`config.mk`:
```
export PLATFORM = sky130hd
export DESIGN_NAME = spq_cell
export DESIGN_NICKNAME = d
export VERILOG_FILES = /design/src/spq_pkg.sv /design/src/spq_cell.sv
export SDC_FILE = /design/constraint.sdc
export NUM_CORES = 1
export LEC_CHECK = 0
export BUFFER_PORTS_ARGS = -buffer_cell sky130_fd_sc_hd__buf_2
export CAP_MARGIN = 30
export CELL_PAD_IN_SITES_DETAIL_PLACEMENT = 1
export CELL_PAD_IN_SITES_GLOBAL_PLACEMENT = 2
export CORE_MARGIN = 2
export CORE_UTILIZATION = 23
export DETAILED_ROUTE_END_ITERATION = 16
export GPL_TIMING_DRIVEN = 0
export PLACE_DENSITY = 0.82
export SLEW_MARGIN = 10
export SYNTH_ARGS = -nofsm -noshare
export SYNTH_HDL_FRONTEND = slang
export SYNTH_SLANG_ARGS = --single-unit
```
`constraint.sdc`:
```
create_clock -name clk -period 4.6 [get_ports clk]
set_clock_uncertainty 0.1 [all_clocks]
set_input_delay 0.46 -clock clk [delete_from_list [all_inputs] [get_ports clk]]
set_output_delay 0.46 -clock clk [all_outputs]
set_load 0.01 [all_outputs]
```
`src/spq_pkg.sv`:
```
`default_nettype none
package spq_pkg;

  localparam int DATA_W = 32;

  // operation codes carried in s_tuser
  localparam logic OP_INSERT = 1'b0;
  localparam logic OP_REMOVE = 1'b1;

  // error codes in the result word
  localparam logic [1:0] ERR_NONE  = 2'd0;
  localparam logic [1:0] ERR_FULL  = 2'd1;
  localparam logic [1:0] ERR_EMPTY = 2'd2;

  typedef struct packed {
    logic [DATA_W-1:0] key;
    logic [DATA_W-1:0] value;
  } entry_t;

  // command broadcast to every cell
  typedef struct packed {
    logic   insert;
    logic   remove;
    entry_t item;
  } spq_cmd_t;

endpackage
`default_nettype wire

```
`src/spq_cell.sv`:
```
`default_nettype none
module spq_cell import spq_pkg::*; #(
  parameter int CNT_W = 7,
  parameter int INDEX = 0
) (
  input  wire logic             clk,
  input  wire spq_cmd_t         cmd,
  input  wire logic [CNT_W-1:0] count,
  input  wire logic             prev_take,
  input  wire entry_t           prev_entry,
  input  wire entry_t           right_entry,
  output      logic             take,
  output      entry_t           entry,
  output      entry_t           entry_next
);

  logic occupied;

  assign occupied = count > CNT_W'(INDEX);

  // an empty slot or a strictly greater key makes room for the new word
  assign take = !occupied || ($signed(entry.key) > $signed(cmd.item.key));

  always_comb begin
    entry_next = entry;
    if (cmd.insert && take) begin
      entry_next = prev_take ? prev_entry : cmd.item;
    end else if (cmd.remove) begin
      entry_next = right_entry;
    end
  end

  always_ff @(posedge clk) begin
    entry <= entry_next;
  end

endmodule
`default_nettype wire
```
; Word-level counts from Yosys, hierarchy flattened
; Cells that the tools add are included.
[word_totals]
register_bits = 64
latchBits = 0
ram_bits = 0
romBits = 0
inputBits = 203
wordCells = 10
memories = 0
[classes]
addsub = 0
n_mul = 0
div = 0
n_lt_le_gt_ge = 2
n_eq_ne = 0
shifts = 0
muxes = 3
bitwise_logic = 0
reduce_logical = 3
[op_table]
columns = cell, n
row1 = 2-to-1 mux 64 bit, 3
row2 = greater-than comparator 32 bit, 1
row3 = greater-than comparator 7 x 1 -> 1 bit (second input constant), 1
row4 = logical AND 1 bit, 1
row5 = zero test 1 bit, 1
row6 = logical OR 1 bit, 1

; Depth between registers and ports, before layout
; Gate-level depths: netlist of the first run.
[logic_depth]
word_depth = 5
depth_mapped = 11
mapped_depth_nobuf = 9

; Worst setup path after synthesis of the first run
; OpenSTA, ideal clock, no wires.
[synth_timing]
kind = in2out
startpoint = input cmd[63] in the netlist's numbering
endpoint = output entry_next[10] in the netlist's numbering
t_arrival_ns = 2.720
t_required_ns = 4.040
path_slack_ns = 1.320
stages = 10
n_path_buf = 2
path_cell_list = inv_1 > ha_1 > nand4_2 > or4_4 > o311a_1 > a32oi_1 > o311ai_1 > buf_6 > buf_12 > mux2i_1
[synth_lines]
columns = element, line_no
row1 = from (decl), spq_cell.sv:7  ; input wire spq_cmd_t cmd,
row2 = to (decl), spq_cell.sv:14  ; output entry_t entry_next

==> results of run 1 <==
-- per-stage QoR --
stage                     worst slack [ns]   util  std cells  hold slack, ns
after floorplan                       1.32      -        403           0.550
final                                0.734  0.362        977           0.346
after CTS                            0.695  0.362        977           0.333
after detailed placement             0.776  0.344        961           0.463
after global routing                 0.601  0.362        977           0.362
after global placement               0.819  0.344        961           0.453
-- per-layer routing --
| metal | vias up | part of all wire |
|---|---|---|
| li1 | 2154 | - |
| met1 | 1997 | 0.41 |
| met2 | 192 | 0.50 |
| met3 | 12 | 0.081 |
| met4 | 0 | 0.012 |
| met5 | - | 0 |
-- worst max-delay path, cell delays in order, from the launching register on --
cell	delay [ns]
dfxtp_1	0.32
ha_1	0.41
nand4_2	0.16
or4_4	0.59
o311a_1	0.37
a32oi_1	0.18
o311ai_1	0.14
buf_6	0.21
buf_12	0.17
mux2i_1	0.23
buf_2	0.18
-- power by group --
part / internal, W / total [W] / switching (W)
registers: 0.000863 / 0.00107 / 0.000205
logic: 0.00106 / 0.00232 / 0.00127
clock network: 0.000503 / 0.000776 / 0.000273
total: 0.00242 / 0.00417 / 0.00174
-- synthesized netlist by cell type, types with 3 or more instances --
| cell type | instances | area share |
|---|---|---|
| a21oi_1 | 16 | 0.019 |
| buf_12 | 6 | 0.028 |
| clkbuf_1 | 14 | 0.012 |
| dfxtp_1 | 64 | 0.30 |
| ha_1 | 32 | 0.094 |
| inv_1 | 35 | 0.031 |
| mux2i_1 | 192 | 0.45 |
| nand2_1 | 10 | 0.0088 |
| nand3_1 | 3 | 0.0035 |
| nand4_1 | 6 | 0.0088 |
| nor3_1 | 4 | 0.0047 |
| o21ai_0 | 3 | 0.0035 |
-- final cells by class --
class	count	area share
plain buffers	21	0.0281
clock buffers	11	0.0386
clock inverters	5	0.0120
inverters	35	0.0201
multi-input cells	283	0.410
flip-flops and latches	64	0.196
well taps	229	0.0438
repair buffers	329	0.252
-- path summary, 6_finish.rpt --
kind                                        start                 to  depth (start not counted)
worst min-delay path              right_entry[54]  entry[54]$_DFF_P_                          3
worst max-delay path            entry[63]$_DFF_P_     entry_next[20]                         10
worst max register to register  entry[63]$_DFF_P_  entry[20]$_DFF_P_                          9
worst min register to register  entry[16]$_DFF_P_  entry[16]$_DFF_P_                          2
-- cells by family after synthesis --
family / count (synthesis) / share of synthesized area
adder cells (fa/ha/maj): 32 / 0.0935
AO/OA/AOI/OAI: 30 / 0.0441
flip-flops: 64 / 0.299
AND/OR/NAND/NOR: 29 / 0.0406
multiplexers: 192 / 0.449
buffers and inverters: 56 / 0.0736
==> metrics.cfg, run 1 <==
[yosys]
ys.flop_type=dfxtp_1
synth_warnings=0
synthCells=403
syn_area_mm2=0.00428
yosysSeqAreaShare=0.299
async_reset_ff_frac=0
synth_enable_flop_cells=0
syn_nets=638
synth_cell_types=28
syn_avg_cell_area_um2=10.6
ys_ff_latch=64

[setup_path]
crit_path_end_kind=output port
cp_max_fo=10
required_ns=4.04
rrSetupSlack_ns=1.61
critPathKind=reg2out
worst_setup_path_start_kind=register
arrival_ns=3.31

[power]
power_w=0.00417
p_leak_nw=3.60
power_density_mw_per_mm2=636
ir_drop_v=0.000211

[placed_design]
place_area_mm2=0.00621
dpl.hpwl_um=14200
gp_congestion=0.766
port_buffers=329

[clocking]
cts_max_level=3
post_cts.repair.setup_buffers=0
holdBufCountCts=0
postCtsResizedCells=0
numCtsBuffers=9
clk_latency_ns=0.33
cts_tree=yes
cts_root_buf=clkbuf_16
clkSinkCount=64
cts.path.max_buffers=2
clk_pin_slew_ns=0.06

[detailed_routing]
via_count=4355
drt-wirelength-per-cell_um=17.5
drc=0
post_drt_via_cell_ratio=4.46
drt_iter0_markers=64
drt_first_pass_iters=4
wirelength_um=17100
detail-route-antenna-nets=0

[global_routing]
grt.overflow.total=0
grt_util_met1=0.196
first_global_vias=4699
gr-usage-met2=0.301
grt.total_usage=0.168
met3_usage=0.0492
grt_pass1_wl_um=25800
grt_max_degree=12
grt-busiest-layer=met2
antenna_found_initial=0

[sta]
slew-limit-headroom=0.418
tns_ns=0
drv_slew=0
fin_crit_sh=0.841
hold_violations=0
finalSetupViolations=0
rsz0062_at_grt=no
layout_min_cycle_time_ns=3.87
fmax_ghz=0.259
worst_slew_pin_slew_ns=0.873

[layout]
multi_input_area_mm2=0.00269
final_cell_area_mm2=0.00655
largest_register_ffs=64
regArea_mm2=0.00128
num-nets-final=978
diodes=0
nFillCells=2200
syn2layout_area_growth_pct=52.9
mostFrequentLayoutCell=buf_2
final_cell_mix=buf_2 (329), mux2i_1 (192), dfxtp_1 (64), inv_1 (35), ha_1 (32)
top_register=entry
drive_above_1_share=0.476
top_regs=entry x64

[floorplanning]
start_util=0.237
fp.dieW_um=140
fp.dieH_um=140
die_area_mm2=0.0197
placementRows=49
pin_count=332
core_area_mm2=0.0181

[outcome]
status=completed

[min_path]
min_path_type=in2reg

[job]
cap_violations=0

(Power assumes the default switching activity.)
==> inputs of run 2 (changes only) <==
- CORE_UTILIZATION: 23 -> 19
- PLACE_DENSITY: 0.82 -> 0.72
- clock period: 4.6 -> 3.4 ns (I/O delays scaled with it)
==> metrics.cfg, run 2 (synthesis gave the netlist of run 1 again) <==
[clocking]
cts_tree=yes
cts_root_buf=clkbuf_16
clkSinkCount=64  ; unchanged
clk_latency_ns=0.34  ; about the same
clk_pin_slew_ns=0.07  ; about the same
cts_max_level=3  ; unchanged
numCtsBuffers=9  ; unchanged
cts.path.max_buffers=2  ; unchanged

[detailed_routing]
wirelength_um=17800  ; +3.7%
via_count=4508  ; +3.5%
drt_iter0_markers=108  ; +69%
drt_first_pass_iters=4  ; unchanged
drt-wirelength-per-cell_um=16.8  ; -4.4%
detail-route-antenna-nets=0  ; unchanged
drc=0  ; unchanged
post_drt_via_cell_ratio=4.25  ; -4.6%

[job]
cap_violations=0  ; unchanged

[power]
internal-power_w=0.00402  ; +66%
ir_drop_v=0.000329  ; +56%
power_frac_seq=0.220  ; -0.036
power_density_mw_per_mm2=893  ; +40%
p_sw_w=0.00273  ; +57%
comb_power_share=0.633  ; +0.076
p_leak_nw=3.82  ; +6.0%
switching_share=0.405  ; -0.0142
p_clk_frac=0.147  ; -0.039

[sta]
hold_ws_ns=0.230  ; -0.115 ns
finalSetupViolations=64  ; +64
fmax_ghz=0.278
slew-limit-headroom=0.438  ; +0.0197
fin_crit_sh=1.06
hold_violations=0  ; unchanged
layout_min_cycle_time_ns=3.59
worst_slew_pin_slew_ns=0.843  ; -0.0296 ns
rsz0062_at_grt=yes
setup_slack_ns=-0.191  ; -0.925 ns
drv_slew=0  ; unchanged

[setup_path]
required_ns=2.96  ; -1.08 ns
arrival_ns=3.15  ; -0.16 ns
worst_setup_path_start_kind=register
critPathKind=reg2out
cp-startpoint=entry[39]$_DFF_P_
cp_max_fo=10  ; unchanged
r2r_start=entry[39]$_DFF_P_
crit_path_end_kind=output port

[layout]
syn2layout_area_growth_pct=76.5
final_cell_mix=buf_2 (316), mux2i_1 (144), dfxtp_1 (55), inv_1 (35)
nFillCells=2602  ; +18%
top_register=entry
top_regs=entry x64
mostFrequentLayoutCell=buf_2
largest_register_ffs=64  ; unchanged
diodes=0  ; unchanged
num-nets-final=1010  ; +3.3%
drive_above_1_share=0.587  ; +0.111
post-route-util=0.344  ; -0.0177

[placed_design]
dp_slack_ns=-0.289  ; -1.07 ns
dpl.hpwl_um=13900  ; -1.8%
gp_congestion=0.736  ; -3.9%
port_buffers=329  ; unchanged

[floorplanning]
pin_count=332  ; unchanged
fp.dieW_um=154  ; +9.7%
fp.dieH_um=154  ; +9.7%
start_util=0.195  ; -0.0417
core_area_mm2=0.0220  ; +21%
placementRows=54  ; +10%
die_area_mm2=0.0238  ; +20%

[global_routing]
antenna_found_initial=0  ; unchanged
grt.overflow.total=0  ; unchanged
grt_max_degree=13  ; +1
grt_pass1_wl_um=26400  ; +2.2%
grt.total_usage=0.142  ; -0.0256
first_global_vias=4817  ; +2.5%

[min_path]
min_path_type=in2reg
min_from=right_entry[60]

[outcome]
violations=negative setup slack
status=finished with violations

-- run 2: area by class of cell --
cell class                 count  area, µm²  area share
multi-input combinational    283       3290       0.436
timing repair buffer         361       1980       0.261
sequential                    64       1300       0.172
tap                          280        350      0.0463
clock buffer                  10        239      0.0316
buffer                        21        205      0.0271
inverter                      35        131      0.0174
clock inverter                 6       67.6     0.00894
-- run 2: repair_timing --
item	in CTS	in global routing
hold buffers	0	0
gates resized for setup	57	63
endpoints found under the setup margin	64	64
cloned	0	0
pin swaps	4	5
setup buffers	25	7
-- run 2: critical path: stages (launching register included) --
cell,delay [ns]
dfxtp_1,0.33
ha_1,0.32
nand4_1,0.19
or3_4,0.43
o311a_1,0.37
a32oi_1,0.16
o311ai_1,0.14
bufbuf_16,0.32
buf_12,0.17
mux2i_2,0.20
buf_2,0.17
-- run 2: metal layers --
metal / share of wire / wire length [µm] / GRT usage / vias to the layer above
met3: 0.075 / 1340 / 0.0392 / 17
met2: 0.51 / 9030 / 0.263 / 200
met5: 0 / 0 / 0 / -
met4: 0.016 / 280 / 0.0436 / 0
met1: 0.40 / 7120 / 0.159 / 2073
li1: - / - / - / 2218
-- run 2: power groups by stage --
stage / Sequential (W) / Combinational [W] / Clock [W]
2_1_floorplan: 0.00161 / 0.00164 / 0
3_3_place_gp: 0.00145 / 0.00319 / 0
3_5_place_dp: 0.00146 / 0.00319 / 0
4_1_cts: 0.00148 / 0.00381 / 0.00104
5_1_grt: 0.00154 / 0.00461 / 0.00107
6_report: 0.00148 / 0.00427 / 0.000995
-- run 2: per-stage QoR --
stage               std cells  TNS (ns)  total power [W]  area [µm²]
floorplan                 403         0          0.00325        4280
detailed placement       1012     -8.49          0.00465        6280
CTS                      1053    -10.59          0.00633        7140
global route             1060    -19.96          0.00722        7560
global placement         1012     -6.56          0.00464        6280
finish                   1060     -9.92          0.00675        7560
-- run 2: final timing paths --
kind / end / slack, ns / depth (start not counted)
worst max-delay path: entry_next[30] / -0.19 / 10
worst min-delay path: entry[60]$_DFF_P_ / 0.23 / 3
worst max register to register: entry[30]$_DFF_P_ / 0.34 / 11
worst min register to register: entry[9]$_DFF_P_ / 0.48 / 2
==> inputs of run 3 (changes only) <==
- ABC_AREA: default -> 1
- ABC_CLOCK_PERIOD_IN_PS: default -> 3400
- CORE_UTILIZATION: 19 -> 18
==> metrics.cfg, run 3 <==
[sta]
fin_crit_sh=0.909  ; -0.147
hold_violations=0  ; unchanged
finalSetupViolations=0  ; -100%
drv_slew=0  ; unchanged
layout_min_cycle_time_ns=3.09  ; -0.501 ns
tns_ns=0  ; +9.92 ns
fmax_ghz=0.324  ; +16%
slew-limit-headroom=0.452  ; +0.0146
rsz0062_at_grt=no
worst_slew_pin_slew_ns=0.821  ; -0.0219 ns

[yosys]
synth_enable_flop_cells=0  ; unchanged
synth_xor_area_frac=0  ; unchanged
yosysMostFrequentCell=nand2_1
syn_avg_cell_area_um2=7.64  ; -28%
async_reset_ff_frac=0  ; unchanged
synth_fa_ha_area_frac=0.0871  ; -0.00637
synth_top_area_frac=0.279  ; -0.170
ys_ff_latch=64  ; unchanged
ys_top_cells_by_count=nand2_1 (195), mux2_2 (96), nand3_1 (66)
syn_nets=836  ; +31%
synth_top_family_by_area=simple AND/OR/NAND/NOR gates
synth_cell_types=26  ; -7.1%
synth_compound_area_frac=0.0599  ; +0.0158
yosysTopAreaCell=dfxtp_1
synthMuxAreaShare=0.235  ; -0.214
yosysSeqAreaShare=0.279  ; -0.0204
synth_warnings=0  ; unchanged
synth_area_leaders=dfxtp_1 (28%), mux2_2 (24%), nand2_1 (16%)
synth_simple_gate_area_frac=0.257  ; +0.217
ys.flop_type=dfxtp_1
synthCells=601  ; +49%
syn_area_mm2=0.00459  ; +7.3%

[detailed_routing]
drt_first_pass_iters=4  ; unchanged
wirelength_um=22000  ; +24%
drt_iter0_markers=135  ; +25%
drc=0  ; unchanged
detail-route-antenna-nets=0  ; unchanged
via_count=5308  ; +18%
post_drt_via_cell_ratio=4.16  ; -2.2%
drt-wirelength-per-cell_um=17.3  ; +3.0%

[layout]
num-nets-final=1176  ; +16%
mostFrequentLayoutCell=buf_2
final_cell_mix=buf_2 (337), nand2_1 (195), mux2_2 (96), nand3_1 (66), dfxtp_1 (64)
top_register=entry
largest_register_ffs=64  ; unchanged
diodes=0  ; unchanged
syn2layout_area_growth_pct=51.3
drive_above_1_share=0.493  ; -0.0946
top_regs=entry x64

[global_routing]
met3_usage=0.0409  ; +0.00173
antenna_found_initial=1  ; +1
grt_max_degree=12  ; -1
gr-usage-met2=0.282  ; +0.0186
grt.total_usage=0.160  ; +0.0175
first_global_vias=5557  ; +15%
grt.overflow.total=0  ; unchanged
grt_util_met1=0.197  ; +0.0387
grt_pass1_wl_um=32500  ; +23%
grt-busiest-layer=met2

[clocking]
clkSinkCount=64  ; unchanged
cts_tree=yes
clk_pin_slew_ns=0.07  ; about the same
numCtsBuffers=9  ; unchanged
cts_root_buf=clkbuf_16
clk_latency_ns=0.34  ; about the same
cts_max_level=3  ; unchanged
cts.path.max_buffers=2  ; unchanged

[floorplanning]
fp.dieH_um=164  ; +6.3%
fp.dieW_um=164  ; +6.3%
die_area_mm2=0.0268  ; +13%
placementRows=58  ; +7.4%
core_area_mm2=0.0251  ; +14%
start_util=0.183  ; -0.0120
pin_count=332  ; unchanged

[setup_path]
critPathKind=reg2out
reg2reg_to=entry[34]$_DFF_P_
crit_path_end_kind=output port
r2r_start=entry[59]$_DFF_P_
rrSetupSlack_ns=1.04  ; +0.70 ns
worst_setup_path_start_kind=register
cp_max_fo=10  ; unchanged
arrival_ns=2.65  ; -0.50 ns
r2r_cells=14  ; +3
required_ns=2.96  ; about the same

[power]
p_leak_nw=3.82  ; about the same
ir_drop_v=0.000279  ; -15%
power_density_mw_per_mm2=848  ; -5.0%
power_w=0.00590  ; -13%

[min_path]
holdPathStages=4  ; +1
holdPathEnd=entry[20]$_DFF_P_
min_path_type=in2reg
min_from=right_entry[20]

[placed_design]
gp_congestion=0.751  ; +2.0%
dpl.hpwl_um=17700  ; +27%
port_buffers=329  ; unchanged

[job]
cap_violations=0  ; unchanged

[outcome]
status=completed

## run 3: changes by cell type after synthesis, sizes merged, moves of 3 or more
cell,previous run,this run
o21ai,5,35
mux2,0,96
nand4,8,2
inv,35,40
nand3,3,67
buf,7,21
nor3,4,1
mux2i,192,0
nor2,0,9
nand2,10,198
## run 3: how the worst max path moves through the flow
stage          slack [ns]             end              start  cells after the start
3_3_place_gp         0.40  entry_next[30]            cmd[63]                     17
4_1_cts              0.12  entry_next[30]  entry[63]$_DFF_P_                     15
2_1_floorplan        1.09  entry_next[10]            cmd[63]                     14
5_1_grt             0.007  entry_next[52]  entry[63]$_DFF_P_                     15
3_5_place_dp         0.38  entry_next[30]            cmd[59]                     16
6_report             0.31  entry_next[44]  entry[59]$_DFF_P_                     14
## run 3: where the power goes
group	switching [W]	leakage, nW	internal (W)
Combinational	0.00207	3.14	0.00146
Clock	0.000391	0.138	0.000565
Sequential	0.000252	0.539	0.00116
Total	0.00271	3.82	0.00318
## run 3: logic make-up after synthesis
kind of cell               count (synthesis)
adders and majority gates                 32
and+or+nand+nor                          279
DFF                                       64
muxes                                     96
AOI/OAI and AO/OA                         53
buffers and inverters                     77
## run 3: layer usage
| layer | part of all wire | vias up |
|---|---|---|
| li1 | - | 2686 |
| met2 | 0.49 | 167 |
| met1 | 0.43 | 2444 |
| met5 | 0.00050 | - |
| met3 | 0.064 | 9 |
| met4 | 0.0078 | 2 |
## run 3: critical path, cell delays in order, from the launching register on
cell      delay [ns]
dfxtp_1         0.33
ha_1            0.30
a21oi_1         0.20
o21ai_0         0.13
nand2_1         0.07
nand2_1         0.07
a21oi_1         0.18
nand3_1         0.12
nand3_2         0.10
nand2_4         0.07
nand2_4         0.16
clkbuf_4        0.27
nand2_1         0.08
nand2_1         0.08
buf_2           0.15
## run 3: stage by stage
stage               hold slack, ns  utilization  cells  area, µm²  setup slack (ns)
global route                 0.238        0.277   1276       6950           0.00713
detailed placement           0.478        0.265   1260       6650             0.383
finish                       0.239        0.277   1276       6950             0.310
global placement             0.468        0.265   1260       6650             0.404
CTS                          0.213        0.277   1276       6940             0.117
floorplan                    0.515            -    601       4590              1.09
## run 3: layout make-up
type                            instances  area (µm²)
Timing Repair Buffer                  329        1650
Tap cell                              330         413
Clock buffer                           10         229
Fill cell                            3201       18200
Multi-Input combinational cell        460        2940
Buffer                                 37         234
Inverter                               40         150
Clock inverter                          6        60.1
Sequential cell                        64        1280
## run 3: timing repair
action | CTS | global route
endpoints found under the setup margin | 0 | 32
gates resized for setup | 0 | 5
setup buffers | 0 | 0
hold buffers | 0 | 0
